## config.mk

```make
export PLATFORM = sky130hd
export DESIGN_NAME = cpf_ctrl
export DESIGN_NICKNAME = d
export VERILOG_FILES = /design/src/hdl/cpf_pkg.sv /design/src/hdl/cpf_ctrl.sv
export SDC_FILE = /design/constraint.sdc
export NUM_CORES = 1
export LEC_CHECK = 0
export BUFFER_PORTS_ARGS = -buffer_cell sky130_fd_sc_hd__clkbuf_2
export CORE_MARGIN = 1.5
export CORE_UTILIZATION = 45
export DETAILED_ROUTE_END_ITERATION = 8
export MAX_ROUTING_LAYER = met4
export PLACE_DENSITY = 0.66
export SLEW_MARGIN = 0
export SYNTH_ARGS = -nofsm -noshare
export SYNTH_HDL_FRONTEND = slang
export SYNTH_SLANG_ARGS = --single-unit
```

## constraint.sdc

```tcl
create_clock -name clk -period 4 [get_ports clk]
set_clock_uncertainty 0.1 [all_clocks]
set_input_delay 0 -clock clk [delete_from_list [all_inputs] [get_ports clk]]
set_output_delay 0 -clock clk [all_outputs]
set_load 0.02 [all_outputs]
```

## src/hdl/cpf_pkg.sv

```systemverilog
// Types, constants and helper functions of the cutoff pair finder.
package cpf_pkg;

  localparam int COORD_BITS     = 16;
  localparam int MAX_POINTS_DEF = 64;
  localparam int INDEX_BITS     = 6;
  localparam int CUTOFF_BITS    = 16;
  localparam int DIFF_W         = 17;
  localparam int SQ_W           = 2 * DIFF_W;
  localparam int D2_W           = SQ_W + 2;
  localparam int LIM_W          = 2 * CUTOFF_BITS;
  localparam int APB_DATA_W     = 32;
  localparam int PADDR_W        = 3;
  localparam int SAT_W          = (COORD_BITS + 1 > DIFF_W) ? COORD_BITS + 1 : DIFF_W;
  localparam logic [DIFF_W-1:0] DIFF_SAT = DIFF_W'(65536);

  localparam logic CMD_ADD   = 1'b0;
  localparam logic CMD_END   = 1'b1;
  localparam logic KIND_PAIR = 1'b0;
  localparam logic KIND_END  = 1'b1;
  localparam logic REG_CUTOFF = 1'b0;

  typedef logic signed [COORD_BITS-1:0] coord_t;

  typedef struct packed {
    coord_t x;
    coord_t y;
    coord_t z;
  } point_t;

  typedef struct packed {
    logic   cmd;
    coord_t pos_x;
    coord_t pos_y;
    coord_t pos_z;
  } in_word_t;

  typedef struct packed {
    logic                  kind;
    logic [INDEX_BITS-1:0] first_index;
    logic [INDEX_BITS-1:0] second_index;
    coord_t                first_x;
    coord_t                first_y;
    coord_t                first_z;
    coord_t                second_x;
    coord_t                second_y;
    coord_t                second_z;
    logic                  overflow;
    logic                  last_of_run;
  } out_word_t;

  typedef enum logic [2:0] {
    ST_IDLE,
    ST_SCAN,
    ST_DRAIN,
    ST_FLUSH,
    ST_MARK
  } ctrl_state_t;

  typedef struct packed {
    logic wr_en;
    logic issue;
    logic flush;
    logic mark;
    logic mark_ovf;
  } ctrl_cmd_t;

  typedef struct packed {
    logic adv;
    logic pipe_empty;
    logic p_valid;
    logic o_free;
  } dp_status_t;

  function automatic logic [DIFF_W-1:0] sat_abs_diff(coord_t a, coord_t b);
    logic signed [COORD_BITS:0] d;
    logic [COORD_BITS:0]        m;
    logic [SAT_W-1:0]           mw;
    d  = {a[COORD_BITS-1], a} - {b[COORD_BITS-1], b};
    m  = d[COORD_BITS] ? (COORD_BITS+1)'(-d) : (COORD_BITS+1)'(d);
    mw = SAT_W'(m);
    if (mw > SAT_W'(DIFF_SAT)) begin
      return DIFF_SAT;
    end
    return DIFF_W'(mw);
  endfunction

endpackage

```

## src/hdl/cpf_ctrl.sv

```systemverilog
// Controller state machine: accepts words, sequences the scan, flush and set-end marker.
module cpf_ctrl #(
  parameter int MAX_POINTS = cpf_pkg::MAX_POINTS_DEF,
  localparam int IDX_W = (MAX_POINTS > 1) ? $clog2(MAX_POINTS) : 1,
  localparam int CNT_W = $clog2(MAX_POINTS + 1)
) (
  input  logic                 clk,
  input  logic                 rst_n,
  input  logic                 in_valid,
  input  logic                 in_cmd,
  output logic                 in_stall,
  output cpf_pkg::ctrl_cmd_t   cmd,
  output logic [IDX_W-1:0]     wr_addr,
  output logic [IDX_W-1:0]     rd_addr,
  input  cpf_pkg::dp_status_t  sts
);

  cpf_pkg::ctrl_state_t state_r, state_nxt;
  logic [CNT_W-1:0] count_r, count_nxt;
  logic [CNT_W-1:0] k_r, k_nxt;
  logic [IDX_W-1:0] scan_idx_r, scan_idx_nxt;
  logic             dropped_r, dropped_nxt;

  always_ff @(posedge clk) begin
    if (!rst_n) begin
      state_r    <= cpf_pkg::ST_IDLE;
      count_r    <= '0;
      k_r        <= '0;
      scan_idx_r <= '0;
      dropped_r  <= 1'b0;
    end else begin
      state_r    <= state_nxt;
      count_r    <= count_nxt;
      k_r        <= k_nxt;
      scan_idx_r <= scan_idx_nxt;
      dropped_r  <= dropped_nxt;
    end
  end

  assign wr_addr = count_r[IDX_W-1:0];
  assign rd_addr = scan_idx_r;

  always_comb begin
    state_nxt    = state_r;
    count_nxt    = count_r;
    k_nxt        = k_r;
    scan_idx_nxt = scan_idx_r;
    dropped_nxt  = dropped_r;
    in_stall     = 1'b1;
    cmd          = '0;
    cmd.mark_ovf = dropped_r;
    unique case (state_r)
      cpf_pkg::ST_IDLE: begin
        in_stall = 1'b0;
        if (in_valid) begin
          if (in_cmd == cpf_pkg::CMD_END) begin
            if (count_r != '0) begin
              state_nxt = cpf_pkg::ST_MARK;
            end
          end else if (count_r >= CNT_W'(MAX_POINTS)) begin
            dropped_nxt = 1'b1;
          end else begin
            cmd.wr_en    = 1'b1;
            count_nxt    = count_r + CNT_W'(1);
            k_nxt        = count_r;
            scan_idx_nxt = '0;
            if (count_r != '0) begin
              state_nxt = cpf_pkg::ST_SCAN;
            end
          end
        end
      end
      cpf_pkg::ST_SCAN: begin
        cmd.issue = 1'b1;
        if (sts.adv) begin
          scan_idx_nxt = scan_idx_r + IDX_W'(1);
          if (CNT_W'(scan_idx_r) == k_r - CNT_W'(1)) begin
            state_nxt = cpf_pkg::ST_DRAIN;
          end
        end
      end
      cpf_pkg::ST_DRAIN: begin
        if (sts.pipe_empty) begin
          state_nxt = cpf_pkg::ST_FLUSH;
        end
      end
      cpf_pkg::ST_FLUSH: begin
        cmd.flush = 1'b1;
        if (!sts.p_valid || sts.o_free) begin
          state_nxt = cpf_pkg::ST_IDLE;
        end
      end
      cpf_pkg::ST_MARK: begin
        cmd.mark = 1'b1;
        if (sts.o_free) begin
          count_nxt   = '0;
          dropped_nxt = 1'b0;
          state_nxt   = cpf_pkg::ST_IDLE;
        end
      end
      default: begin
        state_nxt = cpf_pkg::ST_IDLE;
      end
    endcase
  end

endmodule

```

[Word level (Yosys, flattened, before mapping)]
Index checks and enable logic that the tools add are counted.
Word-level totals
  output and inout bits: 18
  bits in registers: 24
  input port bits: 8
  logic and storage cells: 72
Cells by class
  bitwise logic cells: 2
  multiplexer cells: 34
  add/subtract/negate cells: 3
  magnitude comparators: 1
  reduce and logical (&&, ||, !) cells: 11
  equal/unequal tests: 16
Operator list (count)
  3-bit 2-to-1 mux: 10
  7-bit 2-to-1 mux: 4
  6-bit 2-to-1 mux: 4
  2-bit != test, second input constant: 10
  3-bit one-hot mux with 5 select lines: 1
  5-bit AND reduction: 3
  7-bit one-hot mux with 2 select lines: 1
  1-bit 2-to-1 mux: 12
  6-bit one-hot mux with 2 select lines: 1
  8-bit AND reduction: 1
  7-bit by 1-bit adder with 7-bit output, second input constant: 1
  6-bit by 7-bit equality test with 1-bit output: 1
  7-bit greater-or-equal comparator, second input constant: 1
  7-bit nonzero test: 1
  7-bit by 1-bit subtractor with 7-bit output, second input constant: 1
  6-bit by 1-bit adder with 6-bit output, second input constant: 1
  3-bit by 2-bit equality test with 1-bit output, second input constant: 2
  4-bit AND reduction: 1
  2-bit nonzero test: 2
  3-bit by 1-bit equality test with 1-bit output, second input constant: 1
  3-bit equality test, second input constant: 1
  3-bit logical NOT: 1
  3-bit != test, second input constant: 1
  1-bit inverter: 2
  3 further kinds: 3

[Longest topological paths before layout]
  depth in word-level cells: 6
  mapped depth: 8
  depth with buffers taken out: 8

[Worst setup path after synthesis]
Ideal clock, no wire load.
  path type: reg-to-reg
  start point: register count_r[0]
  end point: register state_r[1]
  stages on the path, launching flop included: 9
  period minus slack after synthesis: 1.915 ns
  path slack: 2.085 ns
  library setup time: 0.091 ns
  path buffers: 0
  required time: 3.809 ns
  arrival: 1.724 ns
  cell sequence: dfxtp_1 inv_1 ha_1 nand2b_2 o221ai_1 a221o_2 a311oi_2 a31oi_1 nor4bb_1
On the way
  cells in the longest elaborated chain, start to end: 3
  elaborated cells between the ends (all ways): 5
  classes of those cells: order compare: 1; eq/ne: 2; reduce/logical: 2
Ends and longest elaborated chain
  from (decl): line cpf_ctrl.sv:19  | logic [CNT_W-1:0] count_r, count_nxt;
  from (signal assigned): line cpf_ctrl.sv:33  | count_r <= count_nxt;
  7-bit greater-or-equal comparator or 7-bit nonzero test (tied branches): line cpf_ctrl.sv:60, cpf_ctrl.sv:57, cpf_ctrl.sv:67
  3-bit != test (no source line) or 2-bit != test (tied branches)
  8-bit AND reduction (no source line) *
  to (signal assigned): line cpf_ctrl.sv:26  | state_r <= cpf_pkg::ST_IDLE;
  to (signal assigned): line cpf_ctrl.sv:32  | state_r <= state_nxt;
  to (decl): line cpf_ctrl.sv:18  | cpf_pkg::ctrl_state_t state_r, state_nxt;
Every way passes the cells marked *; elsewhere a longest branch is shown, timed or not.
A chain may end at the register's enable or synchronous reset.

[Final worst setup path]
Same ends and word-level chain as after synthesis.

==> results by stage <==
Yosys:
- The count of synthesis-stage warnings from yosys is 0.
- The share of synthesized flip-flops with an asynchronous set or reset is 0%.
- Ranked by total cell area, the synthesized netlist is headed by sky130_fd_sc_hd__dfxtp_1, sky130_fd_sc_hd__nand2_1, sky130_fd_sc_hd__xnor2_1.
- The synthesis-stage register bit count is 24.
- The average footprint of a synthesized cell is 8.677 um2.
- The sequential fraction of the synthesis area is 32.76%.
- The top cell type by area accounts for 32.76% of the synthesized area.
- The number of flops mapped to enable cells by yosys is 0.
- The number of nets handed over by synthesis was about 180.
- Summed over all instances, the cell type with the most area after synthesis is sky130_fd_sc_hd__dfxtp_1.
- Counting instances in the post-synthesis netlist gives the leading cell types as sky130_fd_sc_hd__nand2_1, sky130_fd_sc_hd__dfxtp_1, sky130_fd_sc_hd__nor2_1.
- The predominant post-synthesis flop cell is sky130_fd_sc_hd__dfxtp_1.
- Counting distinct cell types in the post-synthesis netlist gives 52.
- The post-synthesis instance total is around 170.
- The synthesized netlist occupies a cell area of between 0.001 and 0.0015 mm2.
- The most repeated cell in the gate-level netlist after synthesis is sky130_fd_sc_hd__nand2_1.

Worst setup path:
- The kind of launch point of the worst setup path is a register.
- The largest fanout on the critical path is 6.
- The critical path is of the register to register type.
- The worst setup path is captured at a register.
- The required time at the endpoint of the critical path is roughly 4.1 ns.
- For the worst setup path, the data arrival time is between 2 and 2.5 ns.

Timing:
- The worst pin sits at a relative slew slack of between 60 and 70%.
- The slew of the pin with the lowest slew margin is roughly 0.5 ns.
- The share of the clock period used by the worst path is 53.00%.
- Static timing analysis puts the maximum clock frequency at around 0.47 GHz.
- The number of failing hold endpoints at the final stage came to 0.
- The final setup TNS is 0 ns.
- The number of failing setup endpoints in the final timing report is 0.
- The max-slew violation count is 0.
- Counting I/O delays and the setup requirement, the final critical path takes 2.120 ns.
- The final-layout worst hold slack is just under 0.07 ns.
- Setup repair after global routing left no endpoint under its margin.
- The worst path setup slack after routing is approximately 1.9 ns.

Die:
- The core region is roughly 0.0031 mm2.
- The floorplan step defined a die boundary enclosing ~0.0036 mm2.
- The number of core rows is 20.
- The starting density of the core is between 40% and 50%.
- The die is roughly 60 um tall.
- The number of top-level pins is 26.
- The die width is 60.09 um.

Final layout:
- The final standard cell area without fillers is ~0.0016 mm2.
- The filler-free cell count of the finished design is between 200 and 250.
- The final layout net count is between 200 and 250.
- The relative area change from synthesis to final layout is 9.812%.
- Cells fill between 50% and 60% of the core in the end.
- The share of layout cells above drive strength 1 is approximately a quarter.
- The repair_antennas step left the layout with diodes totalling 0.

Clocking:
- The cell at the root of the clock tree is sky130_fd_sc_hd__clkbuf_4.
- The sink count of the clock tree is 24.
- In this run, CTS created clock tree buffers numbering 3.
- The count of H-tree levels built during CTS is 1.
- The register clock-pin slew on the reported worst setup and hold paths is 0.12 ns.
- Once the clock tree was built, the resizer swapped 0 gates to a different size.
- The worst-skew pair later-pin latency is 0.30 ns.
- The maximum count of clock buffers along a single path is 2.
- TritonCTS built the clock tree.

Power and ir drop:
- Dividing total power by cell area gives a power density of between 300 and 400 mW/mm2.
- The total power of the final layout is 626.0 uW.
- The peak supply drop is approximately 0.00025 V.
- Summed over all cells, the static leakage comes to 0.6359 nW.

Drt:
- The routed layout has around 1200 vias.
- The post-detailed-route via-to-cell ratio is 5.167.
- In this run the remaining antenna-violating nets after routing total 0.
- The wire length per cell is between 10 and 15 um.
- The iteration count of the initial detailed-routing pass is 4.
- The detailed router finished its first iteration with 36 violations.
- The final layout contains routed wiring with a total length of 2805 um.
- The detailed-route DRC error count is 0.

Run:
- Max-cap violations in this run came to 0.

GRT:
- The initial antenna violation count was 0.
- The total routing usage reported by global routing is roughly 18%.
- The largest net degree at the start of global routing is 15.
- The via count of the first global-routing pass is 1149.
- The wire length of the first global-routing pass is approximately 4800 um.
- For this run the aggregate overflow at the end of global routing stands at 0.

Place:
- The weighted congestion reported at the end of routability-driven placement is ~0.8.
- Before CTS, the worst setup slack after placement is around 1.9 ns.
- In this run the cell area measured after placement is between 0.0015 and 0.002 mm2.
- After legalization and detailed placement, the total HPWL measured 2139 um.
- The number of placed instances, taps included, is about 230.
- The count of buffers from port buffering is 25.

Status:
- The flow ran to the end, and the final reports show no timing, DRC or antenna violations.

Worst hold path:
- The worst hold path belongs to the class input port to register.
==> final timing paths <==
| kind | slack (ns) | cells after the start | start | to |
|---|---|---|---|---|
| worst min register to register | 0.38 | 2 | dropped_r | dropped_r |
| worst max-delay path | 1.88 | 8 | count_r[0] | state_r[1] |
| worst min-delay path | 0.07 | 4 | sts[0] | state_r[1] |
| worst max register to register | 1.88 | 8 | count_r[0] | state_r[1] |
==> layer usage <==
layer  routed length, um  vias to the layer above  track usage, %
li1                    -                      618               -
met1                1394                      568           22.37
met2                1277                       19           28.73
met3                  90                        4           2.165
met4                  42                        0           7.619
met5                   0                        -               -
==> registers in the layout (all words and copies together) (netlist names) <==
signal,cells
k_r,7
state_r,3
count_r,7
rd_addr,6
dropped_r,1
==> cells by family after synthesis <==
family | synth area share (%)
compound gates | 13.05
xor+xnor | 9.557
buf+inv | 9.726
mux | 0.6826
flops | 32.76
simple gates | 30.80
fa+ha+maj | 3.413
==> area by class of cell <==
type | count | area [um2]
Inverter | 9 | 33.78
Fill cell | 312 | 1468
Tap cell | 44 | 55.05
Multi-Input combinational cell | 124 | 843.3
Clock buffer | 3 | 22.52
Sequential cell | 24 | 480.5
Timing Repair Buffer | 30 | 175.2
==> cells in the final DEF (no fill, tap or decap), types with 2 or more instances in the layout <==
master and instances:
sky130_fd_sc_hd__a21boi_0 6, sky130_fd_sc_hd__a21oi_1 2, sky130_fd_sc_hd__a31oi_1 3, sky130_fd_sc_hd__and2_1 2, sky130_fd_sc_hd__and2_2 2, sky130_fd_sc_hd__clkbuf_2 25, sky130_fd_sc_hd__clkbuf_4 3, sky130_fd_sc_hd__dfxtp_1 24
sky130_fd_sc_hd__dlygate4sd3_1 5, sky130_fd_sc_hd__ha_1 4, sky130_fd_sc_hd__inv_1 9, sky130_fd_sc_hd__nand2_1 25, sky130_fd_sc_hd__nand2b_2 2, sky130_fd_sc_hd__nand3_1 4, sky130_fd_sc_hd__nand4_1 5, sky130_fd_sc_hd__nor2_1 17
sky130_fd_sc_hd__nor2b_1 2, sky130_fd_sc_hd__nor3_1 5, sky130_fd_sc_hd__xnor2_1 9, sky130_fd_sc_hd__xor2_1 7
==> critical path: stages, from the launching register on <==
cell	delay, ns
sky130_fd_sc_hd__dfxtp_1	0.46
sky130_fd_sc_hd__inv_1	0.09
sky130_fd_sc_hd__ha_1	0.22
sky130_fd_sc_hd__nand2b_2	0.06
sky130_fd_sc_hd__o221ai_1	0.12
sky130_fd_sc_hd__a221o_2	0.39
sky130_fd_sc_hd__a311oi_2	0.23
sky130_fd_sc_hd__a31oi_1	0.12
sky130_fd_sc_hd__nor4bb_1	0.26
==> what timing repair did <==
action / in CTS / in global routing
endpoints found under the setup margin: 0 / 0
endpoints found under the hold margin: 4 / 0
setup buffers: 0 / 0
hold buffers: 5 / 0
==> power by group <==
part / switching (mW) / internal (mW)
clock network: 0.0678 / 0.0352
registers: 0.0338 / 0.254
logic: 0.132 / 0.103
(Power assumes the default switching activity.)
